--- src/rtl/core/capability_record_tokenizer_assert.svh ---
// assertion macros for the capability record tokenizer
// no dependencies; included by the modules that carry assertions
`ifndef CAPABILITY_RECORD_TOKENIZER_ASSERT_SVH
`define CAPABILITY_RECORD_TOKENIZER_ASSERT_SVH
`ifndef NO_ASSERTIONS
// same-cycle implication, checked out of reset
`define CRT_ASSERT_NOW(label, clk, rst_n, ante, cons) \
    label: assert property (@(posedge clk) disable iff (!(rst_n)) (ante) |-> (cons)) \
        else $error("crt assertion failed");
// next-cycle implication, checked out of reset
`define CRT_ASSERT_NEXT(label, clk, rst_n, ante, cons) \
    label: assert property (@(posedge clk) disable iff (!(rst_n)) (ante) |=> (cons)) \
        else $error("crt assertion failed");
`else
`define CRT_ASSERT_NOW(label, clk, rst_n, ante, cons)
`define CRT_ASSERT_NEXT(label, clk, rst_n, ante, cons)
`endif
`endif

--- src/rtl/core/crt_pkg.sv ---
// shared types and constants for the capability record tokenizer
// no dependencies; imported by every module of the block
package crt_pkg;

    localparam int INT_W = 31;
    localparam logic [INT_W-1:0] INT_MAX = 31'h7FFF_FFFF;

    // character codes
    localparam logic [7:0] CH_ESC    = 8'h1b;
    localparam logic [7:0] CH_HASH   = 8'h23;
    localparam logic [7:0] CH_COMMA  = 8'h2c;
    localparam logic [7:0] CH_EQUAL  = 8'h3d;
    localparam logic [7:0] CH_BSLASH = 8'h5c;
    localparam logic [7:0] CH_TAB    = 8'h09;
    localparam logic [7:0] CH_NL     = 8'h0a;
    localparam logic [7:0] CH_CR     = 8'h0d;
    localparam logic [7:0] CH_SPACE  = 8'h20;
    localparam logic [7:0] CH_ZERO   = 8'h30;
    localparam logic [7:0] CH_NINE   = 8'h39;
    localparam logic [7:0] CH_UP_E   = 8'h45;
    localparam logic [7:0] CH_LO_E   = 8'h65;
    localparam logic [7:0] CH_LO_N   = 8'h6e;
    localparam logic [7:0] CH_LO_R   = 8'h72;
    localparam logic [7:0] CH_LO_T   = 8'h74;
    localparam logic [7:0] CH_NUL    = 8'h00;

    localparam logic [1:0] OCT_DIGITS_MAX = 2'd3;

    // output queue sizing
    localparam int FIFO_DEPTH = 4;
    localparam int FIFO_AW    = $clog2(FIFO_DEPTH);
    localparam int FIFO_CW    = $clog2(FIFO_DEPTH + 1);

    typedef enum logic [3:0] {
        PH_SKIP    = 4'd0,
        PH_COMMENT = 4'd1,
        PH_NAME    = 4'd2,
        PH_STRING  = 4'd3,
        PH_ESCAPE  = 4'd4,
        PH_OCTAL   = 4'd5,
        PH_INT     = 4'd6,
        PH_DRAIN   = 4'd7
    } t_phase;

    typedef enum logic [2:0] {
        TK_NAME_BYTE = 3'd0,
        TK_STR_BYTE  = 3'd1,
        TK_STR_DONE  = 3'd2,
        TK_INT_DONE  = 3'd3,
        TK_BOOL_DONE = 3'd4,
        TK_REC_OK    = 3'd5,
        TK_REC_ERR   = 3'd6
    } t_kind;

    // payload holds the byte in its low bits or the integer value
    typedef struct packed {
        t_kind            kind;
        logic [INT_W-1:0] payload;
    } t_token;

    typedef struct packed {
        logic   valid0;
        logic   valid1;
        t_token tok0;
        t_token tok1;
    } t_tok_pair;

    function automatic t_token make_tok(input t_kind kind, input logic [7:0] data);
        t_token tok;
        tok.kind    = kind;
        tok.payload = {{(INT_W-8){1'b0}}, data};
        return tok;
    endfunction

endpackage

--- src/rtl/core/crt_parser.sv ---
// input register, parse state and token generation
// depends on crt_pkg and capability_record_tokenizer_assert.svh
`include "capability_record_tokenizer_assert.svh"
module crt_parser
    import crt_pkg::*;
(
    input  logic        i_clk,
    input  logic        i_rst_n,
    input  logic        i_valid,
    output logic        o_ready,
    input  logic [7:0]  i_data_byte,
    input  logic        i_end_of_record,
    input  logic        i_space_ok,
    output t_tok_pair   o_push
);

    logic             r_in_valid;
    logic [7:0]       r_byte;
    logic             r_end;
    t_phase           r_phase, n_phase;
    logic [9:0]       r_oct, n_oct;
    logic [1:0]       r_cnt, n_cnt;
    logic [INT_W-1:0] r_int, n_int;

    logic             consume;
    logic             is_end, is_digit, is_space;
    logic [3:0]       digit;
    logic [9:0]       oct_next;
    logic [1:0]       cnt_next;
    logic             oct_emit;
    logic [INT_W+3:0] int_prod;
    logic [INT_W-1:0] int_sat;
    logic             t0v, t1v;
    t_token           t0, t1;

    // input register advances when it is empty or when the queue can take two tokens
    assign consume = r_in_valid && i_space_ok;
    assign o_ready = !r_in_valid || consume;

    always_ff @(posedge i_clk) begin
        if (!i_rst_n) begin
            r_in_valid <= 1'b0;
        end else if (o_ready) begin
            r_in_valid <= i_valid;
        end
    end

    always_ff @(posedge i_clk) begin
        if (o_ready && i_valid) begin
            r_byte <= i_data_byte;
            r_end  <= i_end_of_record;
        end
    end

    // byte classification
    assign is_end   = r_end || (r_byte == CH_NUL);
    assign is_digit = (r_byte >= CH_ZERO) && (r_byte <= CH_NINE);
    assign is_space = (r_byte == CH_SPACE) || ((r_byte >= CH_TAB) && (r_byte <= CH_CR));
    assign digit    = r_byte[3:0];

    // octal and decimal accumulation
    assign oct_next = {r_oct[6:0], 3'b000} + {6'b0, digit};
    assign cnt_next = r_cnt + 2'd1;
    assign oct_emit = (cnt_next == OCT_DIGITS_MAX) || (cnt_next == 2'd0);
    assign int_prod = {3'b0, r_int, 1'b0} + {1'b0, r_int, 3'b0}
                    + {{INT_W{1'b0}}, digit};
    assign int_sat  = (int_prod > {4'b0, INT_MAX}) ? INT_MAX : int_prod[INT_W-1:0];

    // next state
    always_comb begin
        n_phase = r_phase;
        n_oct   = r_oct;
        n_cnt   = r_cnt;
        n_int   = r_int;
        unique case (r_phase)
            PH_SKIP: begin
                if (is_end || is_space) begin
                    n_phase = PH_SKIP;
                end else if (r_byte == CH_HASH) begin
                    n_phase = PH_COMMENT;
                end else if (r_byte == CH_EQUAL) begin
                    n_phase = PH_STRING;
                end else if (r_byte == CH_COMMA) begin
                    n_phase = PH_SKIP;
                end else begin
                    n_phase = PH_NAME;
                end
            end
            PH_COMMENT: begin
                if (is_end || r_byte == CH_NL) begin
                    n_phase = PH_SKIP;
                end
            end
            PH_NAME: begin
                if (is_end || r_byte == CH_COMMA) begin
                    n_phase = PH_SKIP;
                end else if (r_byte == CH_EQUAL) begin
                    n_phase = PH_STRING;
                end else if (r_byte == CH_HASH) begin
                    n_int   = '0;
                    n_phase = PH_INT;
                end
            end
            PH_STRING: begin
                if (is_end || r_byte == CH_COMMA) begin
                    n_phase = PH_SKIP;
                end else if (r_byte == CH_BSLASH) begin
                    n_phase = PH_ESCAPE;
                end
            end
            PH_ESCAPE: begin
                if (is_end) begin
                    n_phase = PH_SKIP;
                end else if (is_digit) begin
                    n_oct   = {6'b0, digit};
                    n_cnt   = 2'd1;
                    n_phase = PH_OCTAL;
                end else begin
                    n_phase = PH_STRING;
                end
            end
            PH_OCTAL: begin
                if (is_end) begin
                    n_phase = PH_SKIP;
                end else if (is_digit) begin
                    n_oct = oct_next;
                    n_cnt = cnt_next;
                    if (oct_emit) begin
                        n_phase = PH_STRING;
                    end
                end else if (r_byte == CH_BSLASH) begin
                    n_phase = PH_ESCAPE;
                end else if (r_byte == CH_COMMA) begin
                    n_phase = PH_SKIP;
                end else begin
                    n_phase = PH_STRING;
                end
            end
            PH_INT: begin
                if (is_end || r_byte == CH_COMMA) begin
                    n_phase = PH_SKIP;
                end else if (is_digit) begin
                    n_int = int_sat;
                end else begin
                    n_phase = PH_DRAIN;
                end
            end
            PH_DRAIN: begin
                if (is_end) begin
                    n_phase = PH_SKIP;
                end
            end
            default: begin
                n_phase = PH_SKIP;
            end
        endcase
    end

    // token outputs; a second token only follows pending octal digits
    always_comb begin
        t0v = 1'b0;
        t1v = 1'b0;
        t0  = make_tok(TK_NAME_BYTE, CH_NUL);
        t1  = make_tok(TK_NAME_BYTE, CH_NUL);
        unique case (r_phase)
            PH_SKIP, PH_NAME: begin
                if (is_end) begin
                    t0v = 1'b1;
                    t0  = make_tok(TK_REC_OK, CH_NUL);
                end else if (r_byte == CH_COMMA) begin
                    t0v = 1'b1;
                    t0  = make_tok(TK_BOOL_DONE, CH_NUL);
                end else if (r_byte == CH_HASH || r_byte == CH_EQUAL) begin
                    t0v = 1'b0;
                end else if (r_phase == PH_SKIP && is_space) begin
                    t0v = 1'b0;
                end else begin
                    t0v = 1'b1;
                    t0  = make_tok(TK_NAME_BYTE, r_byte);
                end
            end
            PH_COMMENT: begin
                if (is_end) begin
                    t0v = 1'b1;
                    t0  = make_tok(TK_REC_OK, CH_NUL);
                end
            end
            PH_STRING: begin
                if (is_end) begin
                    t0v = 1'b1;
                    t0  = make_tok(TK_REC_ERR, CH_NUL);
                end else if (r_byte == CH_COMMA) begin
                    t0v = 1'b1;
                    t0  = make_tok(TK_STR_DONE, CH_NUL);
                end else if (r_byte != CH_BSLASH) begin
                    t0v = 1'b1;
                    t0  = make_tok(TK_STR_BYTE, r_byte);
                end
            end
            PH_ESCAPE: begin
                if (is_end) begin
                    t0v = 1'b1;
                    t0  = make_tok(TK_REC_ERR, CH_NUL);
                end else if (r_byte == CH_UP_E || r_byte == CH_LO_E) begin
                    t0v = 1'b1;
                    t0  = make_tok(TK_STR_BYTE, CH_ESC);
                end else if (r_byte == CH_LO_R) begin
                    t0v = 1'b1;
                    t0  = make_tok(TK_STR_BYTE, CH_CR);
                end else if (r_byte == CH_LO_N) begin
                    t0v = 1'b1;
                    t0  = make_tok(TK_STR_BYTE, CH_NL);
                end else if (r_byte == CH_LO_T) begin
                    t0v = 1'b1;
                    t0  = make_tok(TK_STR_BYTE, CH_TAB);
                end else if (!is_digit) begin
                    t0v = 1'b1;
                    t0  = make_tok(TK_STR_BYTE, r_byte);
                end
            end
            PH_OCTAL: begin
                if (is_end) begin
                    t0v = 1'b1;
                    t0  = make_tok(TK_STR_BYTE, r_oct[7:0]);
                    t1v = 1'b1;
                    t1  = make_tok(TK_REC_ERR, CH_NUL);
                end else if (is_digit) begin
                    t0v = oct_emit;
                    t0  = make_tok(TK_STR_BYTE, oct_next[7:0]);
                end else begin
                    // pending byte, then a string end for a comma or the byte itself unless a backslash
                    t0v = 1'b1;
                    t0  = make_tok(TK_STR_BYTE, r_oct[7:0]);
                    if (r_byte == CH_COMMA) begin
                        t1v = 1'b1;
                        t1  = make_tok(TK_STR_DONE, CH_NUL);
                    end else if (r_byte != CH_BSLASH) begin
                        t1v = 1'b1;
                        t1  = make_tok(TK_STR_BYTE, r_byte);
                    end
                end
            end
            PH_INT: begin
                if (is_end) begin
                    t0v = 1'b1;
                    t0  = make_tok(TK_REC_ERR, CH_NUL);
                end else if (r_byte == CH_COMMA) begin
                    t0v        = 1'b1;
                    t0.kind    = TK_INT_DONE;
                    t0.payload = r_int;
                end else if (!is_digit) begin
                    t0v = 1'b1;
                    t0  = make_tok(TK_REC_ERR, CH_NUL);
                end
            end
            PH_DRAIN: begin
                t0v = 1'b0;
            end
            default: begin
                t0v = 1'b0;
            end
        endcase
    end

    assign o_push.valid0 = consume && t0v;
    assign o_push.valid1 = consume && t1v;
    assign o_push.tok0   = t0;
    assign o_push.tok1   = t1;

    // parse state
    always_ff @(posedge i_clk) begin
        if (!i_rst_n) begin
            r_phase <= PH_SKIP;
            r_oct   <= '0;
            r_cnt   <= '0;
            r_int   <= '0;
        end else if (consume) begin
            r_phase <= n_phase;
            r_oct   <= n_oct;
            r_cnt   <= n_cnt;
            r_int   <= n_int;
        end
    end

    `CRT_ASSERT_NOW(a_pair_order, i_clk, i_rst_n, o_push.valid1, o_push.valid0)
    `CRT_ASSERT_NOW(a_pair_octal, i_clk, i_rst_n, o_push.valid1, r_phase == PH_OCTAL)
    `CRT_ASSERT_NEXT(a_end_to_skip, i_clk, i_rst_n, consume && is_end, r_phase == PH_SKIP)

endmodule

--- src/rtl/core/crt_token_fifo.sv ---
// output queue of tokens, up to two written and one read per cycle
// depends on crt_pkg and capability_record_tokenizer_assert.svh
`include "capability_record_tokenizer_assert.svh"
module crt_token_fifo
    import crt_pkg::*;
(
    input  logic      i_clk,
    input  logic      i_rst_n,
    input  t_tok_pair i_push,
    output logic      o_space_ok,
    output logic      o_valid,
    input  logic      i_ready,
    output t_token    o_tok
);

    t_token             r_mem [FIFO_DEPTH];
    logic [FIFO_AW-1:0] r_wr_ptr;
    logic [FIFO_AW-1:0] r_rd_ptr;
    logic [FIFO_CW-1:0] r_count;
    logic [FIFO_CW-1:0] push_n;
    logic               pop;

    assign push_n     = FIFO_CW'(i_push.valid0) + FIFO_CW'(i_push.valid1);
    assign pop        = o_valid && i_ready;
    assign o_valid    = (r_count != '0);
    assign o_space_ok = (r_count <= FIFO_CW'(FIFO_DEPTH - 2));
    assign o_tok      = r_mem[r_rd_ptr];

    // token storage
    always_ff @(posedge i_clk) begin
        if (i_push.valid0) begin
            r_mem[r_wr_ptr] <= i_push.tok0;
        end
        if (i_push.valid1) begin
            r_mem[r_wr_ptr + FIFO_AW'(1)] <= i_push.tok1;
        end
    end

    // pointers and fill level
    always_ff @(posedge i_clk) begin
        if (!i_rst_n) begin
            r_wr_ptr <= '0;
            r_rd_ptr <= '0;
            r_count  <= '0;
        end else begin
            r_wr_ptr <= r_wr_ptr + FIFO_AW'(push_n);
            if (pop) begin
                r_rd_ptr <= r_rd_ptr + FIFO_AW'(1);
            end
            r_count <= r_count + push_n - FIFO_CW'(pop);
        end
    end

    `CRT_ASSERT_NOW(a_fill_max, i_clk, i_rst_n, 1'b1, r_count <= FIFO_CW'(FIFO_DEPTH))
    `CRT_ASSERT_NOW(a_push_room, i_clk, i_rst_n, i_push.valid0, o_space_ok)
    `CRT_ASSERT_NEXT(a_pop_only, i_clk, i_rst_n, pop && push_n == '0,
        r_count == $past(r_count) - FIFO_CW'(1))

endmodule

--- src/rtl/core/capability_record_tokenizer.sv ---
// top level of the capability record tokenizer: parser and token queue
// depends on crt_pkg, crt_parser and crt_token_fifo
//
//  channel   direction  handshake          payload
//  input     in         i_valid / o_ready  i_data_byte, i_end_of_record
//  token     out        o_valid / i_ready  o_token_kind, o_out_byte, o_int_value,
//                                          o_record_last
//
// one byte is taken per clock; a byte is held in the input register and its tokens are written to the token queue
// a byte gives zero, one or two tokens; the four-entry token queue sets the rate
// when tokens outnumber bytes, and input stalls only while that queue lacks two free slots
// synchronous active-low reset returns the parser to skipping whitespace and empties the queue
module capability_record_tokenizer
    import crt_pkg::*;
(
    input  logic             i_clk,
    input  logic             i_rst_n,
    input  logic             i_valid,
    output logic             o_ready,
    input  logic [7:0]       i_data_byte,
    input  logic             i_end_of_record,
    output logic             o_valid,
    input  logic             i_ready,
    output logic [2:0]       o_token_kind,
    output logic [7:0]       o_out_byte,
    output logic [INT_W-1:0] o_int_value,
    output logic             o_record_last
);

    t_tok_pair push;
    logic      space_ok;
    t_token    tok;

    // byte parser
    crt_parser u_parser (
        .i_clk          (i_clk),
        .i_rst_n        (i_rst_n),
        .i_valid        (i_valid),
        .o_ready        (o_ready),
        .i_data_byte    (i_data_byte),
        .i_end_of_record(i_end_of_record),
        .i_space_ok     (space_ok),
        .o_push         (push)
    );

    // token queue
    crt_token_fifo u_fifo (
        .i_clk     (i_clk),
        .i_rst_n   (i_rst_n),
        .i_push    (push),
        .o_space_ok(space_ok),
        .o_valid   (o_valid),
        .i_ready   (i_ready),
        .o_tok     (tok)
    );

    // unpack token fields
    assign o_token_kind  = tok.kind;
    assign o_out_byte    = (tok.kind == TK_NAME_BYTE || tok.kind == TK_STR_BYTE)
                         ? tok.payload[7:0] : 8'h00;
    assign o_int_value   = (tok.kind == TK_INT_DONE) ? tok.payload : '0;
    assign o_record_last = (tok.kind == TK_REC_OK || tok.kind == TK_REC_ERR);

endmodule

--- config.mk ---
export PLATFORM = sky130hd
export DESIGN_NAME = capability_record_tokenizer
export DESIGN_NICKNAME = d
export VERILOG_FILES = /design/src/rtl/core/crt_pkg.sv /design/src/rtl/core/crt_parser.sv /design/src/rtl/core/crt_token_fifo.sv /design/src/rtl/core/capability_record_tokenizer.sv
export VERILOG_INCLUDE_DIRS = /design/src /design/src/rtl/core
export SDC_FILE = /design/constraint.sdc
export NUM_CORES = 1
export LEC_CHECK = 0
export BUFFER_PORTS_ARGS = -buffer_cell sky130_fd_sc_hd__buf_4
export CAP_MARGIN = 20
export CORE_MARGIN = 2
export CORE_UTILIZATION = 50
export DETAILED_ROUTE_END_ITERATION = 10
export PLACE_DENSITY = 0.74
export SLEW_MARGIN = 5
export SYNTH_ARGS = -nofsm -noshare
export SYNTH_HDL_FRONTEND = slang
export SYNTH_SLANG_ARGS = --single-unit
--- constraint.sdc ---
create_clock -name i_clk -period 4.3 [get_ports i_clk]
set_input_delay 0.43 -clock i_clk [delete_from_list [all_inputs] [get_ports i_clk]]
set_output_delay 0.43 -clock i_clk [all_outputs]
set_load 0.01 [all_outputs]
After elaboration in Yosys (flattened, before gate mapping)
Memories as Yosys holds them, arrays and structs flattened. A register that Yosys moved wholly into a read port is not among the register bits.
Cells that the tools add are included.
{ "word_totals": {"in_bits": 13, "ram_bits": 136, "out_inout_bits": 45, "elab_cells": 188, "reg_bits": 62, "memories": 1} }
{ "mem_list": {"columns": ["memory", "words", "word_bits", "read_ports", "rd_ports_with_merged_regs", "wr", "line_no", "rtl"], "rows": [
  ["u_fifo.r_mem", 4, 34, 1, 1, 2, "crt_token_fifo.sv:16", "t_token r_mem [FIFO_DEPTH];"]
]} }
{ "op_classes": {"eq_ne": 39, "n_lt_le_gt_ge": 6, "n_reduce_logical": 31, "n_addsub": 10, "muxes": 91} }
{ "op_table": {"columns": ["operator", "count"], "rows": [
  ["$mux 34", 17],
  ["$mux 31", 7],
  ["$pmux 34 s6", 1],
  ["$mux 4", 17],
  ["$mux 32", 2],
  ["$mux 8", 8],
  ["$pmux 31 s2", 1],
  ["$eq 8x7->1 const B", 6],
  ["$add 32x34->35", 1],
  ["$add 35x4->35", 1],
  ["$gt 35x31->1 const B", 1],
  ["$eq 8x6->1 const B", 4],
  ["$pmux 4 s8", 1],
  ["$mux 1", 25],
  ["$eq 4x3->1 const B", 4],
  ["$mux 2", 8],
  ["$pmux 8 s2", 1],
  ["$reduce_and 7->1", 2],
  ["$ne 2x1->1 const B", 6],
  ["$logic_or 1x1->1", 11],
  ["$ne 2x2->1 const B", 5],
  ["$add 8x4->8", 1],
  ["$eq 4x2->1 const B", 2],
  ["$eq 8x4->1 const B", 1],
  ["33 further kinds", 44]
]} }

Logic depth before layout (Yosys ltp)
{ "logic_depth": {"ltp_word": 13, "mapped_depth": 17, "ltp_nobuf": 16} }

By module
A second synthesis with hierarchy kept.
{ "unflattened": {"hier_cells": 1152, "hier_area_um2": 12966.2} }
{ "modules_own_cells": {"columns": ["module", "n_inst", "cells_each", "seq_area_each_um2", "area_per_inst_um2"], "rows": [
  ["crt_token_fifo", 1, 378, 4264.1, 7025.5],
  ["crt_parser", 1, 728, 1171.1, 5585.4],
  ["capability_record_tokenizer", 1, 46, 0.0, 355.3]
]} }

Least setup slack after synthesis
OpenSTA, ideal clock, no wires.
{ "synth_timing": {"kind": "register -> register", "startpoint": "register u_parser.r_byte[3]", "endpoint": "register u_parser.r_int[16]", "arrival_ns": 3.738, "period_less_slack_ns": 3.860, "slack_ns": 0.440, "setup_ns": 0.122, "path_stages_with_launch": 16, "path_buffers": 2, "path_cell_list": "edfxtp_1 buf_2 inv_1 fa_1 fa_1 and2b_1 o211ai_2 a31oi_4 a221oi_2 o31a_1 nor4_1 o22ai_1 or3_4 and2_4 buf_6 a221o_1"} }
{ "synth_via": {"elab_chain_cells": 6, "elab_cells_between_ends": 21, "classes_between": "add/sub (1); order compare (3); eq/ne (8); mux (4); reduce/logical (5)"} }
{ "synth_rtl": {"columns": ["item", "line_no", "rtl"], "rows": [
  ["from (decl)", "crt_parser.sv:18", "logic [7:0] r_byte;"],
  ["from (signal assigned)", "crt_parser.sv:50", "r_byte <= i_data_byte;"],
  ["$add 35x4->35", "crt_parser.sv:66", "+ {{INT_W{1'b0}}, digit};"],
  ["$gt 35x31->1", "crt_parser.sv:67", "assign int_sat = (int_prod > {4'b0, INT_MAX}) ? INT_MAX : int_prod[INT_W-1:0];"],
  ["$mux 31", "crt_parser.sv:67", null],
  ["$mux 31", "crt_parser.sv:142", "end else if (is_digit) begin"],
  ["$mux 31", "crt_parser.sv:140", "if (is_end || r_byte == CH_COMMA) begin"],
  ["$pmux 31 s2", "crt_parser.sv:75", "unique case (r_phase)"],
  ["to (signal assigned)", "crt_parser.sv:281", "r_int <= n_int;"],
  ["to (decl)", "crt_parser.sv:23", "logic [INT_W-1:0] r_int, n_int;"]
]} }
Parallel ways exist; a longest one is shown, timed or not. The select of a mux whose other input is x is not followed.
A chain may end at the register's enable or synchronous reset.

Worst setup path in the final report
{ "layout_timing": {"startpoint": "register u_parser.r_int[0]", "endpoint": "register u_parser.r_int[28]"} }
{ "layout_via": {"elab_chain_cells": 7} }
{ "layout_rtl": {"columns": ["item", "line_no", "rtl"], "rows": [
  ["$add 32x34->35 *", "crt_parser.sv:65", "assign int_prod = {3'b0, r_int, 1'b0} + {1'b0, r_int, 3'b0}"],
  ["$add 35x4->35 *", "crt_parser.sv:66", null],
  ["$gt 35x31->1", "crt_parser.sv:67", null],
  ["$mux 31 *", "crt_parser.sv:67", null],
  ["$mux 31 *", "crt_parser.sv:142", null],
  ["$mux 31 *", "crt_parser.sv:140", null],
  ["$pmux 31 s2 *", "crt_parser.sv:75", null]
]} }
Mark *: on every way between the ends. The rest lies on a longest branch, timed or not. The select of a mux whose other input is x is not followed.

==> run_results.csv <==
group,metric,value,unit
routing,drt-pass1-iter-count,8,
synth,synthTopCellsByArea,"dfxtp_1 25%, edfxtp_1 14%, a21oi_1 7.4%",
hold_path,hold_path.class,"input port to flip-flop",
placement,gp_congestion,0.950,
setup_path,r2r_slack,0.27,ns
global_routing,grt_max_degree,93,
layout,final_nets,1428,
setup_path,cp.depth,13,
sta,final.period_utilization,0.936,
global_routing,met2_usage,0.416,
global_routing,grt_pass1_vias,9759,
synth,synthCells,1327,
synth,syn_area,11700,sq um
sta,slew_violations,0,
sta,post-route-min-period,4.03,ns
floorplanning,die_w,157,microns
placement,post-dp-hpwl,20600,microns
cts,clkTransAtPathRegs,0.08,ns
sta,relSlewSlack,0.414,
sta,fmax,0.248,GHz
layout,diodes,0,
global_routing,grt_overflow,0,
synth,yosysUniqueCellTypes,72,
power,leakagePower,4.97,nW
setup_path,cp-endpoint,"u_parser.r_int[28]",
setup_path,crit_top_cell,"fa_1",
floorplanning,die_area,24600,sq um
setup_path,r2r-end,"u_parser.r_int[28]",
global_routing,use_met3,0.0352,
floorplanning,fp-row-count,55,
routing,wirelength,31000,microns
power,power_switching,1.45,mW
global_routing,use_met1,0.343,
power,p_comb_frac,0.195,
sta,finalHoldViolations,0,
cts,cts_buffer_depth,2,
synth,syn_nets,1411,
synth,yosys.area.top_type,"dfxtp_1",
power,peakVddDrop,0.252,mV
synth,synth_area_per_cell,8.80,sq um
floorplanning,core_area,22800,sq um
cts,postCtsHoldBufs,0,
setup_path,worstSetupStartpointType,"flip-flop",
routing,drt_iter0_drc,1086,
setup_path,cp_top_family,"compound AO/OA/AOI/OAI gates",
status,outcome,"completed",
setup_path,path_class,"flip-flop to flip-flop",
power,pwr-share-seq,0.445,
routing,avgViaCountPerCell,6.15,
setup_path,rr_startpoint,"u_parser.r_int[0]",
setup_path,worstPathMaxFanout,22,
setup_path,cp_cell_sequence,"inv_1 -> fa_1 -> fa_1 -> and2b_1 -> o211ai_2 -> a31oi_4 -> a221oi_2 -> o31a_1 -> nor4_1 -> o22ai_1 -> or3_4 -> and2_4 -> a221o_1",
floorplanning,initial_core_util,0.512,
synth,async_reset_ff_frac,0,
power,finalPower,4.65,mW
synth,synth_top_area_frac,0.250,
power,p_per_area,358,nW/um^2
synth,seq_area_frac_synth,0.387,
setup_path,endpoint_kind,"flip-flop",
sta,fin_skew,0.0139,ns
sta,rsz0062_at_grt,"no",
setup_path,arrival,4.35,ns
global_routing,grtUsageTotal,0.254,
synth,synth-edff-count,53,
sta,worst_slew_pin_slew,0.872,ns
floorplanning,die_h,157,microns
synth,yosys_most_used_dff,"dfxtp_1",
setup_path,crit_required,4.62,ns
job,drv_cap,0,
synth,ys_ff_latch,199,
sta,setup_viol,0,
setup_path,slowest_stage,"fa_1",
cts,cts_tree,"done",
routing,via_count,10271,
routing,ant_nets,0,
layout,fillers,2020,
layout,drive_gt1_frac,0.138,
routing,drc,0,
sta,tns,0,ns
setup_path,path_buf_inv,1,
cts,insertion_delay,0.44,ns
placement,port_buffers,57,
global_routing,antenna_found_initial,0,
power,pwr-share-clk,0.361,
cts,cts.root.buffer_cell,"clkbuf_16",
layout,syn_to_final_growth,11.3,%
setup_path,slowest_delay,0.52,ns
hold_path,hp-start,"i_data_byte[0]",
cts,ctsHtreeMaxLevel,4,
power,power.internal,3.21,mW
cts,clock-sinks,199,
cts,cts_buffers,17,
global_routing,grt_pass1_wl,49400,microns
power,netSwitchingFraction,0.311,
setup_path,startpoint,"u_parser.r_int[0]",
synth,yosysWarnings,0,
floorplanning,io_pins,58,
setup_path,r2r.worst_path.cells,13,
routing,wire_per_inst,18.5,microns
global_routing,busiest_layer,"met2",
timing repair:
action,4_1_cts,5_1_grt
gates resized for setup,0,2
endpoints found under the setup margin,0,26
buffers inserted,0,0
kinds of logic (layout without fill, tap and decap cells):
family	Yosys count	after routing	synth area share
simple gates	502	502	0.207
mux	39	39	0.0699
compound gates	357	357	0.183
xor+xnor	38	38	0.0285
fa+ha+maj	71	71	0.0780
flops	199	199	0.387
buf+inv	121	151	0.0468
power groups by stage:
stage | sequential, mW | clock, mW | combinational [mW]
2_1_floorplan | 2.04 | 0 | 0.676
6_report | 2.07 | 1.68 | 0.906
5_1_grt | 2.08 | 1.76 | 0.978
3_3_place_gp | 2.11 | 0 | 0.892
3_5_place_dp | 2.11 | 0 | 0.901
4_1_cts | 2.07 | 1.70 | 0.903
cell usage in the layout, fill, tap and decap left out, types with 7 or more instances in the layout:
master / n
a21o_1: 14
a21oi_1: 172
a221o_1: 12
a31oi_1: 9
and2_1: 22
buf_4: 94
clkbuf_16: 18
dfxtp_1: 145
edfxtp_1: 53
ha_1: 68
inv_1: 23
inv_8: 7
mux4_2: 34
nand2_1: 197
nand2b_1: 9
nand3_1: 114
nand4_1: 9
nor2_1: 55
nor2b_1: 42
nor3_1: 15
o211ai_1: 9
o21ai_0: 55
o22ai_1: 44
xnor2_1: 22
xor2_1: 16
per-stage QoR:
step | instances | hold slack [ns] | instance area (sq um) | worst slack [ns] | utilization
after floorplan | 1327 | 0.432 | 11700 | 0.440 | -
after global placement | 1638 | 0.439 | 12400 | 0.248 | 0.542
after detailed placement | 1638 | 0.445 | 12400 | 0.175 | 0.542
after CTS | 1670 | 0.151 | 13000 | 0.157 | 0.570
after global routing | 1670 | 0.152 | 13000 | 0.0123 | 0.570
final | 1670 | 0.164 | 13000 | 0.275 | 0.570
state kept, by name (all words and copies together) (netlist names), 3 cells and up, named ones only:
name and flops:
u_parser.r_oct 8, u_parser.r_byte 8, u_fifo.r_count 3, u_parser.r_phase 3, u_parser.r_int 31, u_fifo.r_mem 136
synthesized netlist by cell type, types with 9 or more instances:
master / n
ha_1: 68
o211ai_1: 9
nor2b_1: 42
buf_1: 9
nand4_1: 9
nand3_1: 114
xor2_1: 16
xnor2_1: 22
buf_4: 9
inv_1: 23
nor2_1: 55
a221o_1: 12
a21oi_1: 172
o22ai_1: 44
nand2_1: 197
clkbuf_1: 47
nand2b_1: 9
buf_2: 27
o21ai_0: 55
dfxtp_1: 146
a21o_1: 14
a31oi_1: 9
nor3_1: 17
mux4_2: 34
and2_1: 22
edfxtp_1: 53
routing by layer:
metal,wire [microns],vias up,share of wire
met5,0,-,0
met4,630,0,0.020
met3,2500,63,0.081
met2,14700,490,0.47
met1,13200,4845,0.43
li1,-,4873,-
worst min-delay path by stage:
| stage | slack [ns] | to | cells past startpoint |
|---|---|---|---|
| after floorplan | 0.43 | u_parser.r_oct[6] | 2 |
| after detailed placement | 0.44 | u_fifo.r_mem[3][30] | 2 |
| after CTS | 0.15 | u_parser.r_byte[1] | 1 |
| after global routing | 0.15 | u_parser.r_byte[0] | 1 |
| after global placement | 0.44 | u_fifo.r_mem[3][17] | 2 |
| final | 0.16 | u_parser.r_byte[0] | 1 |
cell type report:
| type | count | area (sq um) | area share |
|---|---|---|---|
| Clock buffer | 18 | 450 | 0.0347 |
| Clock inverter | 14 | 176 | 0.0136 |
| Inverter | 24 | 90.1 | 0.00693 |
| Multi-Input combinational cell | 1007 | 6640 | 0.511 |
| Sequential cell | 199 | 4520 | 0.348 |
| Tap cell | 313 | 392 | 0.0301 |
| Timing Repair Buffer | 95 | 726 | 0.0558 |
No activity file was read; power rests on OpenSTA's default activity.
